`src/pspm_pkg.sv`:
```
// Package with payload, configuration and flag types for the power stage protection monitor.
`timescale 1ns / 1ps
package pspm_pkg;

  // Configuration port geometry
  localparam int CFG_IDX_W  = 3;
  localparam int CFG_DATA_W = 16;

  // Register indexes on the configuration port
  typedef enum logic [CFG_IDX_W-1:0] {
    REG_IN_OVER_TRIP     = 3'd0,
    REG_IN_OVER_RELEASE  = 3'd1,
    REG_IN_UNDER_TRIP    = 3'd2,
    REG_IN_UNDER_RELEASE = 3'd3,
    REG_OUT_OVER_TRIP    = 3'd4,
    REG_CURRENT_LIMIT    = 3'd5,
    REG_TEMP_TRIP        = 3'd6,
    REG_TEMP_RELEASE     = 3'd7
  } cfg_reg_t;

  // Short-circuit detector thresholds
  localparam logic [15:0] SHORT_LOW_VOLTAGE = 16'd50;
  localparam logic [15:0] SHORT_CHECK_LIMIT = 16'd500;

  // Register reset values
  localparam logic [15:0]        IN_OVER_TRIP_RST  = 16'hFFFF;
  localparam logic [15:0]        OUT_OVER_TRIP_RST = 16'hFFFF;
  localparam logic [15:0]        CURRENT_LIMIT_RST = 16'hFFFF;
  localparam logic signed [15:0] TEMP_TRIP_RST     = 16'sh7FFF;
  localparam logic signed [15:0] TEMP_RELEASE_RST  = 16'sh8000;

  // One measurement set
  typedef struct packed {
    logic [15:0]        input_voltage;
    logic [15:0]        output_voltage;
    logic [15:0]        output_current;
    logic signed [15:0] temperature;
    logic               output_enabled;
    logic               power_good;
    logic               power_on_settled;
    logic [15:0]        short_check_ticks;
    logic               recovery_elapsed;
  } in_item_t;

  // One set of protection flags
  typedef struct packed {
    logic in_over_flag;
    logic in_under_flag;
    logic out_over_flag;
    logic over_current_flag;
    logic over_temp_flag;
    logic short_flag;
    logic maybe_short_flag;
  } out_item_t;

  // Threshold registers as seen by the flag logic
  typedef struct packed {
    logic [15:0]        in_over_trip;
    logic [15:0]        in_over_release;
    logic [15:0]        in_under_trip;
    logic [15:0]        in_under_release;
    logic [15:0]        out_over_trip;
    logic [15:0]        current_limit;
    logic signed [15:0] temp_trip;
    logic signed [15:0] temp_release;
  } cfg_t;

endpackage

```
`src/power_stage_protection_monitor.sv`:
```
// Top level of the power stage protection monitor.
`timescale 1ns / 1ps
// Power stage protection monitor.
// Input channel (in_valid/in_ready/in_data) takes one measurement set per
// transfer; the result channel (out_valid/out_ready/out_data) returns one set
// of protection flags per measurement, in order.
// Thresholds are written through cfg_we/cfg_idx/cfg_data; the user writes
// them only while no sample is in flight, which the block does not enforce.
// A write takes effect at the next clock edge. A sample passes through the
// input register, then the flag update into the result register.
// Throughput: one sample per cycle while out_ready holds; the flag update is
// a single level of compares between the input and result registers.
// When the receiver stalls, the result register holds and the input register
// still takes one more sample; in_ready drops once both are full.
// Synchronous reset empties both registers, clears all flags and loads the
// reset thresholds (over trips and limit at full scale, the rest at the bottom).
module power_stage_protection_monitor (
  input  logic                            clk,
  input  logic                            rst_n,
  input  logic                            in_valid,
  output logic                            in_ready,
  input  pspm_pkg::in_item_t              in_data,
  output logic                            out_valid,
  input  logic                            out_ready,
  output pspm_pkg::out_item_t             out_data,
  input  logic                            cfg_we,
  input  logic [pspm_pkg::CFG_IDX_W-1:0]  cfg_idx,
  input  logic [pspm_pkg::CFG_DATA_W-1:0] cfg_data
);
  import pspm_pkg::*;

  cfg_t      cfg;
  in_item_t  item_r;
  logic      item_vld_r;
  out_item_t res_r;
  logic      res_vld_r;
  out_item_t flags;
  logic      res_load;

  pspm_cfg u_cfg (
    .clk      (clk),
    .rst_n    (rst_n),
    .cfg_we   (cfg_we),
    .cfg_idx  (cfg_idx),
    .cfg_data (cfg_data),
    .cfg      (cfg)
  );

  // Result register is free when empty or being drained
  assign res_load = item_vld_r && (!res_vld_r || out_ready);
  assign in_ready = !item_vld_r || !res_vld_r || out_ready;

  pspm_eval u_eval (
    .clk   (clk),
    .rst_n (rst_n),
    .upd   (res_load),
    .item  (item_r),
    .cfg   (cfg),
    .flags (flags)
  );

  // Input register valid and result register valid
  always_ff @(posedge clk) begin
    if (!rst_n) begin
      item_vld_r <= 1'b0;
      res_vld_r  <= 1'b0;
    end else begin
      if (in_ready) begin
        item_vld_r <= in_valid;
      end
      if (res_load) begin
        res_vld_r <= 1'b1;
      end else if (out_ready) begin
        res_vld_r <= 1'b0;
      end
    end
  end

  // Payload registers
  always_ff @(posedge clk) begin
    if (in_ready && in_valid) begin
      item_r <= in_data;
    end
    if (res_load) begin
      res_r <= flags;
    end
  end

  assign out_valid = res_vld_r;
  assign out_data  = res_r;

endmodule

```
`src/pspm_cfg.sv`:
```
// Threshold register file written through the configuration port.
`timescale 1ns / 1ps
module pspm_cfg (
  input  logic                          clk,
  input  logic                          rst_n,
  input  logic                          cfg_we,
  input  logic [pspm_pkg::CFG_IDX_W-1:0]  cfg_idx,
  input  logic [pspm_pkg::CFG_DATA_W-1:0] cfg_data,
  output pspm_pkg::cfg_t                cfg
);
  import pspm_pkg::*;

  cfg_t cfg_r;
  cfg_t cfg_nxt;

  // Decode the write
  always_comb begin
    cfg_nxt = cfg_r;
    if (cfg_we) begin
      case (cfg_reg_t'(cfg_idx))
        REG_IN_OVER_TRIP:     cfg_nxt.in_over_trip     = cfg_data;
        REG_IN_OVER_RELEASE:  cfg_nxt.in_over_release  = cfg_data;
        REG_IN_UNDER_TRIP:    cfg_nxt.in_under_trip    = cfg_data;
        REG_IN_UNDER_RELEASE: cfg_nxt.in_under_release = cfg_data;
        REG_OUT_OVER_TRIP:    cfg_nxt.out_over_trip    = cfg_data;
        REG_CURRENT_LIMIT:    cfg_nxt.current_limit    = cfg_data;
        REG_TEMP_TRIP:        cfg_nxt.temp_trip        = $signed(cfg_data);
        REG_TEMP_RELEASE:     cfg_nxt.temp_release     = $signed(cfg_data);
        default:              cfg_nxt = cfg_r;
      endcase
    end
  end

  // Hold the registers, load reset thresholds
  always_ff @(posedge clk) begin
    if (!rst_n) begin
      cfg_r.in_over_trip     <= IN_OVER_TRIP_RST;
      cfg_r.in_over_release  <= '0;
      cfg_r.in_under_trip    <= '0;
      cfg_r.in_under_release <= '0;
      cfg_r.out_over_trip    <= OUT_OVER_TRIP_RST;
      cfg_r.current_limit    <= CURRENT_LIMIT_RST;
      cfg_r.temp_trip        <= TEMP_TRIP_RST;
      cfg_r.temp_release     <= TEMP_RELEASE_RST;
    end else begin
      cfg_r <= cfg_nxt;
    end
  end

  assign cfg = cfg_r;

endmodule

```
`src/pspm_eval.sv`:
```
// Protection flag state and its per-sample update.
`timescale 1ns / 1ps
module pspm_eval (
  input  logic                 clk,
  input  logic                 rst_n,
  input  logic                 upd,
  input  pspm_pkg::in_item_t   item,
  input  pspm_pkg::cfg_t       cfg,
  output pspm_pkg::out_item_t  flags
);
  import pspm_pkg::*;

  logic in_over_r,    in_over_nxt;
  logic in_under_r,   in_under_nxt;
  logic out_over_r,   out_over_nxt;
  logic over_temp_r,  over_temp_nxt;
  logic short_r,      short_nxt;
  logic maybe_short_r, maybe_short_nxt;
  logic run_ok;

  assign run_ok = item.output_enabled && item.power_good && !short_r;

  // Work out the next flag state; trip wins over release
  always_comb begin
    in_over_nxt = in_over_r;
    if (item.input_voltage >= cfg.in_over_trip) begin
      in_over_nxt = 1'b1;
    end else if (item.input_voltage <= cfg.in_over_release) begin
      in_over_nxt = 1'b0;
    end

    in_under_nxt = in_under_r;
    if (item.input_voltage <= cfg.in_under_trip && item.power_on_settled) begin
      in_under_nxt = 1'b1;
    end else if (item.input_voltage >= cfg.in_under_release) begin
      in_under_nxt = 1'b0;
    end

    out_over_nxt = out_over_r || (item.output_voltage >= cfg.out_over_trip);

    over_temp_nxt = over_temp_r;
    if (item.temperature >= cfg.temp_trip && item.power_on_settled) begin
      over_temp_nxt = 1'b1;
    end else if (item.temperature <= cfg.temp_release) begin
      over_temp_nxt = 1'b0;
    end

    // Short-circuit detector: arm and trip while running, clear after recovery
    short_nxt       = short_r;
    maybe_short_nxt = maybe_short_r;
    if (run_ok) begin
      maybe_short_nxt = 1'b1;
      if (item.output_voltage <= SHORT_LOW_VOLTAGE &&
          item.short_check_ticks > SHORT_CHECK_LIMIT) begin
        short_nxt = 1'b1;
      end
    end else if (short_r && item.recovery_elapsed) begin
      short_nxt = 1'b0;
    end else if (item.output_enabled && !item.power_good) begin
      maybe_short_nxt = 1'b0;
    end
  end

  // Advance state when a sample is taken
  always_ff @(posedge clk) begin
    if (!rst_n) begin
      in_over_r     <= 1'b0;
      in_under_r    <= 1'b0;
      out_over_r    <= 1'b0;
      over_temp_r   <= 1'b0;
      short_r       <= 1'b0;
      maybe_short_r <= 1'b0;
    end else if (upd) begin
      in_over_r     <= in_over_nxt;
      in_under_r    <= in_under_nxt;
      out_over_r    <= out_over_nxt;
      over_temp_r   <= over_temp_nxt;
      short_r       <= short_nxt;
      maybe_short_r <= maybe_short_nxt;
    end
  end

  // Flags after this sample's update
  always_comb begin
    flags.in_over_flag      = in_over_nxt;
    flags.in_under_flag     = in_under_nxt;
    flags.out_over_flag     = out_over_nxt;
    flags.over_current_flag = item.output_current >= cfg.current_limit;
    flags.over_temp_flag    = over_temp_nxt;
    flags.short_flag        = short_nxt;
    flags.maybe_short_flag  = maybe_short_nxt;
  end

endmodule

```
`config.mk`:
```
export PLATFORM = sky130hd
export DESIGN_NAME = power_stage_protection_monitor
export DESIGN_NICKNAME = d
export VERILOG_FILES = /design/src/pspm_pkg.sv /design/src/power_stage_protection_monitor.sv /design/src/pspm_cfg.sv /design/src/pspm_eval.sv
export SDC_FILE = /design/constraint.sdc
export NUM_CORES = 1
export LEC_CHECK = 0
export ABC_CLOCK_PERIOD_IN_PS = 3700
export CORE_ASPECT_RATIO = 1.1
export CORE_MARGIN = 2
export CORE_UTILIZATION = 35
export DETAILED_ROUTE_END_ITERATION = 16
export DONT_BUFFER_PORTS = 1
export PLACE_DENSITY = 0.53
export SLEW_MARGIN = 20
export SYNTH_ARGS = -nofsm -noshare
export SYNTH_HDL_FRONTEND = slang
export SYNTH_SLANG_ARGS = --single-unit
```
`constraint.sdc`:
```
create_clock -name clk -period 3.7 [get_ports clk]
set_input_delay 0.74 -clock clk [delete_from_list [all_inputs] [get_ports clk]]
set_output_delay 0.74 -clock clk [all_outputs]
set_load 0.02 [all_outputs]
```
==> impl_metrics.py, run 1 <==
metrics = {
    "clocking": {
        "htreeDepth": 1,
        "postCtsSetupBuffers": 0,
        "cts_buffers": 26,
        "ctsResizeCount": 0,
        "clk_pin_slew_ns": 0.06,
        "cts_tree": "built",
        "root_buffer": "clkbuf_16",
        "clock_sinks": 227,
        "clock_latency_ns": 0.53,
        "cts_max_path_buffers": 3,
        "ctsHoldBuffers": 0,
    },
    "global_routing": {
        "antenna_found_initial": 1,
        "grt_first_pass_wirelength_um": 40300,
        "grt_pass1_vias": 7253,
        "grt_use_total": 0.157,
        "grt_max_degree": 137,
        "overflow": 0,
    },
    "cells_and_area": {
        "layout_common_cells": "211 x nand2_1, 136 x dfxtp_1, 133 x inv_1",
        "utilization": 0.390,
        "syn2layout_area_growth_pct": 10.6,
        "drive_above_1_share": 0.0524,
        "mostFrequentLayoutCell": "nand2_1",
        "fillers": 3118,
        "nets": 1324,
    },
    "detailed_routing": {
        "postRouteAntennaNets": 0,
        "vias": 7435,
        "drt-total-wl_um": 25800,
        "dr.first_iter.drc_count": 305,
        "drc_errors": 0,
        "viasPerCell": 4.87,
        "drt_first_pass_iters": 6,
        "wl_per_cell_um": 16.9,
    },
    "timing": {
        "setup_viol": 0,
        "setup_tns_ns": 0,
        "fin_ws_ns": 1.46,
        "min_period_ns": 2.24,
        "slew_violations": 0,
        "skew_ns": 0.0234,
        "rsz0062_at_grt": "no",
        "tightest_slew_ns": 1.06,
        "slew_headroom": 0.293,
        "fmax_ghz": 0.447,
        "holdWs_ns": 0.289,
        "finalCritPeriodShare": 0.605,
        "hold_viol_final": 0,
    },
    "floorplan": {
        "core_region_area_um2": 31200,
        "start_util": 0.353,
        "io_pins": 117,
        "rows": 68,
        "die_h_um": 190,
        "dieArea_um2": 32900,
        "die_x_um": 173,
    },
    "power": {
        "power_density_nw_per_um2": 454,
        "ir_drop_mv": 0.382,
        "finalPower_mw": 5.53,
        "p_leak_nw": 4.93,
    },
    "critical_path": {
        "worstPathCellList": "nor2b_1 > nand2_1",
        "cp-start-kind": "flop",
        "end_kind": "output port",
        "path_delay_family": "simple AND/OR/NAND/NOR gates",
        "cp.required_ns": 2.96,
        "arrival_ns": 1.50,
        "cp_slowest_cell": "dfxtp_1",
        "crit_fanout": 4,
        "cp.depth": 2,
        "r2r_cells": 7,
        "crit_type": "flop to output port",
        "path_buf_inv": 0,
        "cp_slowest_stage_delay_ns": 0.43,
    },
    "synth": {
        "synth_warnings": 0,
        "synth_edf_count": 91,
        "syn_inst": 1110,
        "ys_types": 54,
        "synth-seq-cells": 227,
        "ys_seq_area_frac": 0.495,
        "avgSynthCellArea_um2": 9.92,
        "synthArstFlopShare": 0,
        "ys.flop_type": "dfxtp_1",
        "syn_area_um2": 11000,
        "syn_nets": 1346,
    },
    "placed_design": {
        "place.gp.congestion": 0.786,
        "dp_hpwl_um": 18200,
        "io_buffers": 0,
        "pre_cts_ws_ns": 1.45,
    },
    "hold_path": {
        "hp-class": "primary input to flop",
        "whs_path_depth": 1,
    },
    "status": {
        "status": "complete, no violations",
    },
    "flow_run": {
        "maxCapViolCount": 0,
    },
}
## cell families after synthesis
logic type	after synthesis	share of synthesized area
buffers and inverters	188	0.0666
flip-flops	227	0.495
multiplexers	4	0.00363
adder cells (fa/ha/maj)	128	0.145
AO/OA/AOI/OAI	255	0.164
AND/OR/NAND/NOR	308	0.125
## Yosys cell counts, drive strengths merged, types with 2 or more instances
| master | n | area, um2 |
|---|---|---|
| a21o | 24 | 180 |
| clkbuf | 37 | 144 |
| edfxtp | 91 | 2730 |
| o21bai | 2 | 15.0 |
| ha | 128 | 1600 |
| mux2i | 4 | 40.0 |
| o211ai | 66 | 500 |
| a21boi | 64 | 480 |
| nor2b | 13 | 88.8 |
| a2111oi | 2 | 17.5 |
| and4 | 3 | 26.3 |
| a31oi | 2 | 12.5 |
| o211a | 2 | 20.0 |
| and3 | 3 | 18.8 |
| a221oi | 2 | 17.5 |
| nor2 | 16 | 60.1 |
| o2111ai | 3 | 26.3 |
| o21ai | 21 | 105 |
| nand3 | 11 | 55.1 |
| nor3 | 8 | 45.0 |
| a211oi | 8 | 70.1 |
| buf | 18 | 90.1 |
| a21oi | 41 | 205 |
| dfxtp | 136 | 2720 |
| a211o | 2 | 17.5 |
| o21a | 7 | 52.6 |
| nand4 | 20 | 125 |
| nand2 | 211 | 792 |
| inv | 133 | 499 |
| or4 | 2 | 15.0 |
| nand2b | 11 | 76.3 |
| and2 | 2 | 12.5 |
| nor4 | 4 | 31.3 |
| a2111o | 2 | 22.5 |
## metrics by stage
stage	cell area, um2	std cells
2_1_floorplan	11000	1110
3_3_place_gp	11400	1480
3_5_place_dp	11400	1480
4_1_cts	12200	1527
5_1_grt	12200	1528
6_report	12200	1528
## path summary, 6_finish.rpt
kind / startpoint / end / slack, ns
worst min-delay path: rst_n / u_cfg.cfg[32] / 0.29
worst min register to register: u_cfg.cfg[104] / u_cfg.cfg[104] / 0.45
worst max-delay path: out_valid / in_ready / 1.46
worst max register to register: item_r[35] / out_data[2] / 1.48
## area by class of cell
| type | instances | area, um2 | area share |
|---|---|---|---|
| Antenna cell | 1 | 2.50 | 0.000205 |
| Clock buffer | 43 | 769 | 0.0632 |
| Clock inverter | 4 | 20.0 | 0.00164 |
| Inverter | 133 | 499 | 0.0410 |
| Multi-Input combinational cell | 695 | 4860 | 0.399 |
| Sequential cell | 227 | 5460 | 0.448 |
| Tap cell | 420 | 526 | 0.0431 |
| Timing Repair Buffer | 5 | 50.0 | 0.00411 |
## flip-flops by register name, summed over array words and instances, names as in the netlist
| name | cells |
|---|---|
| item_r | 84 |
| item_vld_r | 1 |
| out_data | 7 |
| out_valid | 1 |
| u_cfg.cfg | 128 |
| u_eval.in_over_r | 1 |
| u_eval.in_under_r | 1 |
| u_eval.maybe_short_r | 1 |
| u_eval.out_over_r | 1 |
| u_eval.over_temp_r | 1 |
| u_eval.short_r | 1 |
## power by group
group	internal, mW	total [mW]	switching (mW)
sequential	2.71	2.78	0.0616
clock	1.41	2.40	0.992
combinational	0.156	0.355	0.199
## routing by layer
metal  part of all wire  global-route usage  vias up
met3              0.051              0.0340       28
met4              0.016              0.0394        0
met2               0.50               0.286      130
li1                   -                   -     3831
met1               0.43               0.188     3446
met5                  0                   0        -
No activity file was read; power rests on OpenSTA's default activity.
==> inputs of run 2 (changes only) <==
--- a/config.mk
+++ b/config.mk
@@ -5,7 +5,8 @@
 export SDC_FILE = /design/constraint.sdc
 export NUM_CORES = 1
 export LEC_CHECK = 0
-export ABC_CLOCK_PERIOD_IN_PS = 3700
+export ABC_AREA = 1
+export ABC_CLOCK_PERIOD_IN_PS = 2150
 export CORE_ASPECT_RATIO = 1.1
 export CORE_MARGIN = 2
 export CORE_UTILIZATION = 35
==> constraint.sdc (replaced) <==
create_clock -name clk -period 2.15 [get_ports clk]
set_input_delay 0.43 -clock clk [delete_from_list [all_inputs] [get_ports clk]]
set_output_delay 0.43 -clock clk [all_outputs]
set_load 0.02 [all_outputs]
==> impl_metrics.py, run 2 <==
metrics = {
    "power": {
        "power.switching_mw": 2.33,
        "p_leak_nw": 5.61,
        "power_frac_comb": 0.085,
        "intPower_mw": 7.71,
        "ir_drop_mv": 0.593,
        "power_density_nw_per_um2": 775,
        "switching_share": 0.232,
        "p_seq_frac": 0.477,
        "finalPower_mw": 10.0,
        "clkPwrFrac": 0.438,
    },
    "clocking": {
        "postCtsSetupBuffers": 0,
        "htreeDepth": 1,
        "cts_buffers": 27,
        "cts_tree": "built",
        "root_buffer": "clkbuf_16",
        "cts_max_path_buffers": 3,
        "clock_sinks": 227,
        "clk_pin_slew_ns": 0.06,
        "clock_latency_ns": 0.53,
    },
    "timing": {
        "fmax_ghz": 0.533,
        "slew_violations": 0,
        "setup_viol": 0,
        "finalCritPeriodShare": 0.872,
        "tightest_slew_ns": 0.582,
        "rsz0062_at_grt": "no",
        "skew_ns": 0.0191,
        "hold_viol_final": 0,
        "slew_headroom": 0.611,
        "holdWs_ns": 0.0226,
        "min_period_ns": 1.88,
        "setup_tns_ns": 0,
    },
    "global_routing": {
        "grt_first_pass_wirelength_um": 41800,
        "antenna_found_initial": 2,
        "overflow": 0,
        "grt_pass1_vias": 7552,
        "grt_use_total": 0.167,
        "grt_max_degree": 130,
    },
    "synth": {
        "synth_edf_count": 91,
        "syn_nets": 1397,
        "ys_seq_area_frac": 0.506,
        "synth_commonest_cells": "186 x nand2_1, 174 x inv_1, 136 x dfxtp_1, 128 x ha_1, 127 x a21oi_1",
        "synth.largest_area_cell": "edfxtp_1",
        "avgSynthCellArea_um2": 9.28,
        "ys.flop_type": "dfxtp_1",
        "synth_warnings": 0,
        "yosysMostFrequentCell": "nand2_1",
        "synth_top_area_share": 0.254,
        "ys_types": 33,
        "synth-seq-cells": 227,
        "synth_area_leaders": "edfxtp_1 25%, dfxtp_1 25%, ha_1 15%",
        "syn_area_um2": 10800,
        "synthArstFlopShare": 0,
        "syn_inst": 1161,
    },
    "placed_design": {
        "dp_hpwl_um": 17900,
        "place_inst": 1545,
        "io_buffers": 0,
        "place.gp.congestion": 0.821,
        "dpl_cell_area_um2": 11300,
    },
    "detailed_routing": {
        "vias": 7895,
        "wl_per_cell_um": 15.8,
        "dr.first_iter.drc_count": 453,
        "postRouteAntennaNets": 0,
        "drc_errors": 0,
        "drt_first_pass_iters": 5,
        "drt-total-wl_um": 26400,
        "viasPerCell": 4.70,
    },
    "cells_and_area": {
        "drive_above_1_share": 0.0570,
        "instances_no_fill": 1679,
        "fin_area_um2": 13000,
        "mostFrequentLayoutCell": "nand2_1",
        "fillers": 3042,
        "layout_common_cells": "185 x nand2_1, 173 x inv_1, 135 x dfxtp_1",
        "syn2layout_area_growth_pct": 20.2,
        "largest_reg_flops": 128,
        "nets": 1480,
    },
    "floorplan": {
        "start_util": 0.355,
        "die_x_um": 171,
        "rows": 67,
        "io_pins": 117,
        "core_region_area_um2": 30300,
        "dieArea_um2": 32200,
        "die_h_um": 188,
    },
    "hold_path": {
        "min-delay-start": "rst_n",
        "whs_path_depth": 1,
        "holdPathEnd": "u_cfg.cfg[124]",
        "hp-class": "primary input to flop",
    },
    "critical_path": {
        "crit_fanout": 4,
        "worst_r2r_endpoint": "out_data[6]",
        "crit_type": "flop to flop",
        "arrival_ns": 2.16,
        "cp.required_ns": 2.43,
        "r2r_start": "item_r[83]",
        "end_kind": "flop",
        "r2r_cells": 7,
        "cp-start-kind": "flop",
        "ff2ff_setup_slack_ns": 0.27,
    },
    "flow_run": {
        "maxCapViolCount": 0,
    },
    "status": {
        "status": "complete, no violations",
    },
}
[run 2: cell types whose count changed in the layout (fill, tap and decap cells not counted), moves of 11 or more]
| cell | previous run | this run |
|---|---|---|
| nand3_1 | 11 | 26 |
| nor2_1 | 11 | 43 |
| a21oi_1 | 41 | 127 |
| dlygate4sd3_1 | 0 | 84 |
| nor2b_1 | 11 | 0 |
| o21ai_1 | 1 | 44 |
| a21o_1 | 24 | 1 |
| nand2_1 | 211 | 185 |
| a21boi_0 | 60 | 0 |
| o21ai_0 | 20 | 46 |
| inv_1 | 133 | 173 |
[run 2: kinds of logic after synthesis]
kind of cell             synth area share
AND/OR/NAND/NOR                     0.116
AO/OA/AOI/OAI                       0.148
flip-flops                          0.506
buffers and inverters              0.0800
adder cells (fa/ha/maj)             0.149
[run 2: final cells by class]
class                           instances  area, um2  area share
Antenna cell                            1       2.50    0.000193
Sequential cell                       227       5460       0.421
Clock inverter                          8       97.6     0.00754
Timing Repair Buffer                   93        921      0.0711
Inverter                              186        714      0.0552
Clock buffer                           41        748      0.0578
Multi-Input combinational cell        709       4490       0.347
Tap cell                              414        518      0.0400
[run 2: timing repair]
action	CTS	global route
hold buffers	84	0
hold endpoints to repair	84	0
gates resized for setup	0	0
[run 2: worst max path at each step]
| stage | depth (start not counted) | slack (ns) | startpoint | to |
|---|---|---|---|---|
| after floorplan | 4 | -0.06 | out_ready | item_r[0] |
| after global placement | 7 | 0.38 | item_r[83] | out_data[6] |
| after detailed placement | 7 | 0.31 | item_r[83] | out_data[6] |
| after CTS | 7 | 0.29 | item_r[83] | out_data[6] |
| after global routing | 7 | 0.15 | item_r[83] | out_data[6] |
| final | 7 | 0.27 | item_r[83] | out_data[6] |
[run 2: metal layers]
| metal | share of wire | track usage | routed length, um | vias to the layer above |
|---|---|---|---|---|
| met1 | 0.45 | 0.215 | 11800 | 3596 |
| met2 | 0.49 | 0.293 | 13000 | 143 |
| met5 | 0 | 0 | 0 | - |
| li1 | - | - | - | 4118 |
| met3 | 0.041 | 0.0245 | 1100 | 38 |
| met4 | 0.019 | 0.0388 | 503 | 0 |
[run 2: power groups by stage]
stage / clock [mW] / combinational (mW) / sequential, mW
floorplan: 0 / 0.596 / 4.85
global placement: 0 / 0.715 / 4.88
detailed placement: 0 / 0.733 / 4.89
CTS: 4.52 / 0.863 / 4.79
global route: 4.69 / 1.00 / 4.81
finish: 4.40 / 0.854 / 4.79
[run 2: per-stage QoR]
| stage | utilization | setup slack (ns) |
|---|---|---|
| floorplan | - | -0.0568 |
| global placement | 0.371 | 0.379 |
| detailed placement | 0.371 | 0.311 |
| CTS | 0.427 | 0.286 |
| global route | 0.427 | 0.149 |
| finish | 0.427 | 0.275 |
[run 2: critical path, stage by stage, from the launching register on]
cell and delay [ns]:
edfxtp_1 0.46, ha_1 0.33, nand2_1 0.07, nor2_1 0.17
nor3b_1 0.29, a41oi_1 0.16, nand2_1 0.11, nand2_1 0.06
==> inputs of run 3 (changes only) <==
--- a/config.mk
+++ b/config.mk
@@ -6,7 +6,8 @@
 export NUM_CORES = 1
 export LEC_CHECK = 0
 export ABC_AREA = 1
-export ABC_CLOCK_PERIOD_IN_PS = 2150
+export ABC_CLOCK_PERIOD_IN_PS = 2300
+export CAP_MARGIN = 20
 export CORE_ASPECT_RATIO = 1.1
 export CORE_MARGIN = 2
 export CORE_UTILIZATION = 35
==> constraint.sdc (replaced) <==
create_clock -name clk -period 2.3 [get_ports clk]
set_input_delay 0.23 -clock clk [delete_from_list [all_inputs] [get_ports clk]]
set_output_delay 0.23 -clock clk [all_outputs]
set_load 0.02 [all_outputs]
==> impl_metrics.py, run 3 (same netlist as run 2, synthesis figures left out) <==
metrics = {
    "floorplan": {
        "start_util": 0.355,
        "io_pins": 117,
        "die_x_um": 171,
        "core_region_area_um2": 30300,
        "die_h_um": 188,
        "rows": 67,
        "dieArea_um2": 32200,
    },
    "timing": {
        "min_period_ns": 1.91,
        "tightest_slew_ns": 0.753,
        "setup_viol": 0,
        "skew_ns": 0.0123,
        "finalCritPeriodShare": 0.829,
        "fin_ws_ns": 0.394,
        "fmax_ghz": 0.525,
        "slew_violations": 0,
        "slew_headroom": 0.496,
        "rsz0062_at_grt": "no",
        "setup_tns_ns": 0,
        "hold_viol_final": 0,
    },
    "global_routing": {
        "grt_pass1_vias": 7864,
        "grt_max_degree": 129,
        "antenna_found_initial": 2,
        "overflow": 0,
        "grt_first_pass_wirelength_um": 43400,
        "grt_use_total": 0.174,
    },
    "critical_path": {
        "r2r_cells": 7,
        "cp_slowest_cell": "edfxtp_1",
        "ff2ff_setup_slack_ns": 0.39,
        "end_kind": "flop",
        "cp.required_ns": 2.58,
        "cp-start-kind": "flop",
        "crit_fanout": 4,
        "crit_end": "out_data[6]",
        "arrival_ns": 2.19,
        "r2r_start": "item_r[83]",
        "worst_r2r_endpoint": "out_data[6]",
        "cp_slowest_stage_delay_ns": 0.44,
        "crit_type": "flop to flop",
        "cp_common_cell": "nand2_1",
        "worstPathCellList": "ha_1 > nand2_1 > nor2_1 > nor3b_1 > a41oi_1 > nand2_1 > nand2_1",
        "crit_start": "item_r[83]",
    },
    "cells_and_area": {
        "utilization": 0.435,
        "mostFrequentLayoutCell": "nand2_1",
        "fin_area_um2": 13200,
        "syn2layout_area_growth_pct": 22.4,
        "largest_reg_flops": 128,
        "layout_common_cells": "186 x nand2_1, 174 x inv_1, 136 x dfxtp_1",
        "drive_above_1_share": 0.0544,
        "fillers": 3026,
        "nets": 1502,
    },
    "detailed_routing": {
        "drt-total-wl_um": 27600,
        "postRouteAntennaNets": 0,
        "dr.first_iter.drc_count": 341,
        "drc_errors": 0,
        "wl_met2_um": 13100,
        "vias": 7971,
        "wl_per_cell_um": 16.2,
        "wl_met1_um": 12600,
        "viasPerCell": 4.68,
        "wl_met3_um": 1120,
        "drt_first_pass_iters": 4,
        "dr.max_layer_used": "met4",
    },
    "flow_run": {
        "maxCapViolCount": 0,
    },
    "placed_design": {
        "place.gp.congestion": 0.852,
        "io_buffers": 0,
        "pre_cts_ws_ns": 0.412,
        "dp_hpwl_um": 18000,
        "dpl_cell_area_um2": 11200,
    },
    "power": {
        "ir_drop_mv": 0.660,
        "finalPower_mw": 9.62,
        "power_density_nw_per_um2": 729,
        "p_leak_nw": 5.73,
    },
    "hold_path": {
        "hp-class": "primary input to flop",
    },
    "clocking": {
        "clock_latency_ns": 0.54,
        "cts_buffers": 26,
        "root_buffer": "clkbuf_16",
        "cts_max_path_buffers": 3,
        "htreeDepth": 1,
        "ctsResizeCount": 0,
        "clock_sinks": 227,
        "clk_pin_slew_ns": 0.06,
        "cts_tree": "built",
    },
    "status": {
        "status": "complete, no violations",
    },
}
-- run 3: cell count changes in the layout (fill, tap and decap cells not counted), sizes merged --
cell         previous run  this run
dlygate4sd3            84       108
clkbuf                 41        33
clkinv                  6        14
buf                     9         8
bufinv                  2         3
clkinvlp                1         0
diode                   1         2
inv                   185       184
-- run 3: metal layers --
layer | global-route usage | vias up
met4 | 0.0577 | 0
met5 | 0 | -
li1 | - | 4159
met1 | 0.223 | 3615
met3 | 0.0308 | 45
met2 | 0.297 | 152
-- run 3: area by class of cell --
cell class / count / area (um2) / share of cell area
sequential: 227 / 5460 / 0.414
multi-input combinational: 709 / 4470 / 0.339
timing repair buffer: 116 / 1170 / 0.0890
clock buffer: 33 / 728 / 0.0552
inverter: 186 / 698 / 0.0529
tap: 414 / 518 / 0.0393
clock inverter: 15 / 141 / 0.0107
antenna: 2 / 5.00 / 0.000379
-- run 3: worst max-delay path: cells and delay by family (launching register included) --
family	cells	cell delay, ns
AO/OA/AOI/OAI	1	0.17
adder cells (fa/ha/maj)	1	0.33
flip-flops	1	0.44
AND/OR/NAND/NOR	5	0.72
-- run 3: worst min path at each step --
stage	startpoint	endpoint	slack, ns	cells past startpoint
3_3_place_gp	in_data[52]	item_r[52]	0.33	0
6_report	cfg_idx[1]	u_cfg.cfg[80]	0.06	4
4_1_cts	cfg_idx[1]	u_cfg.cfg[80]	0.04	4
2_1_floorplan	in_data[0]	item_r[0]	0.33	0
3_5_place_dp	in_data[22]	item_r[22]	0.33	0
5_1_grt	cfg_idx[1]	u_cfg.cfg[80]	0.07	4
-- run 3: where the power goes --
part           internal [mW]  switching [mW]
registers               4.39          0.0939
logic                  0.387           0.543
clock network           2.55            1.66
-- run 3: timing repair --
| action | CTS | global route |
|---|---|---|
| hold buffers | 109 | 0 |
| hold endpoints to repair | 215 | 0 |
| buffers inserted | 0 | 0 |
-- run 3: stage by stage --
stage | hold WS, ns | instances
after global placement | 0.329 | 1543
after CTS | 0.0392 | 1700
after global routing | 0.0652 | 1702
after floorplan | 0.329 | 1161
final | 0.0561 | 1702
after detailed placement | 0.329 | 1543
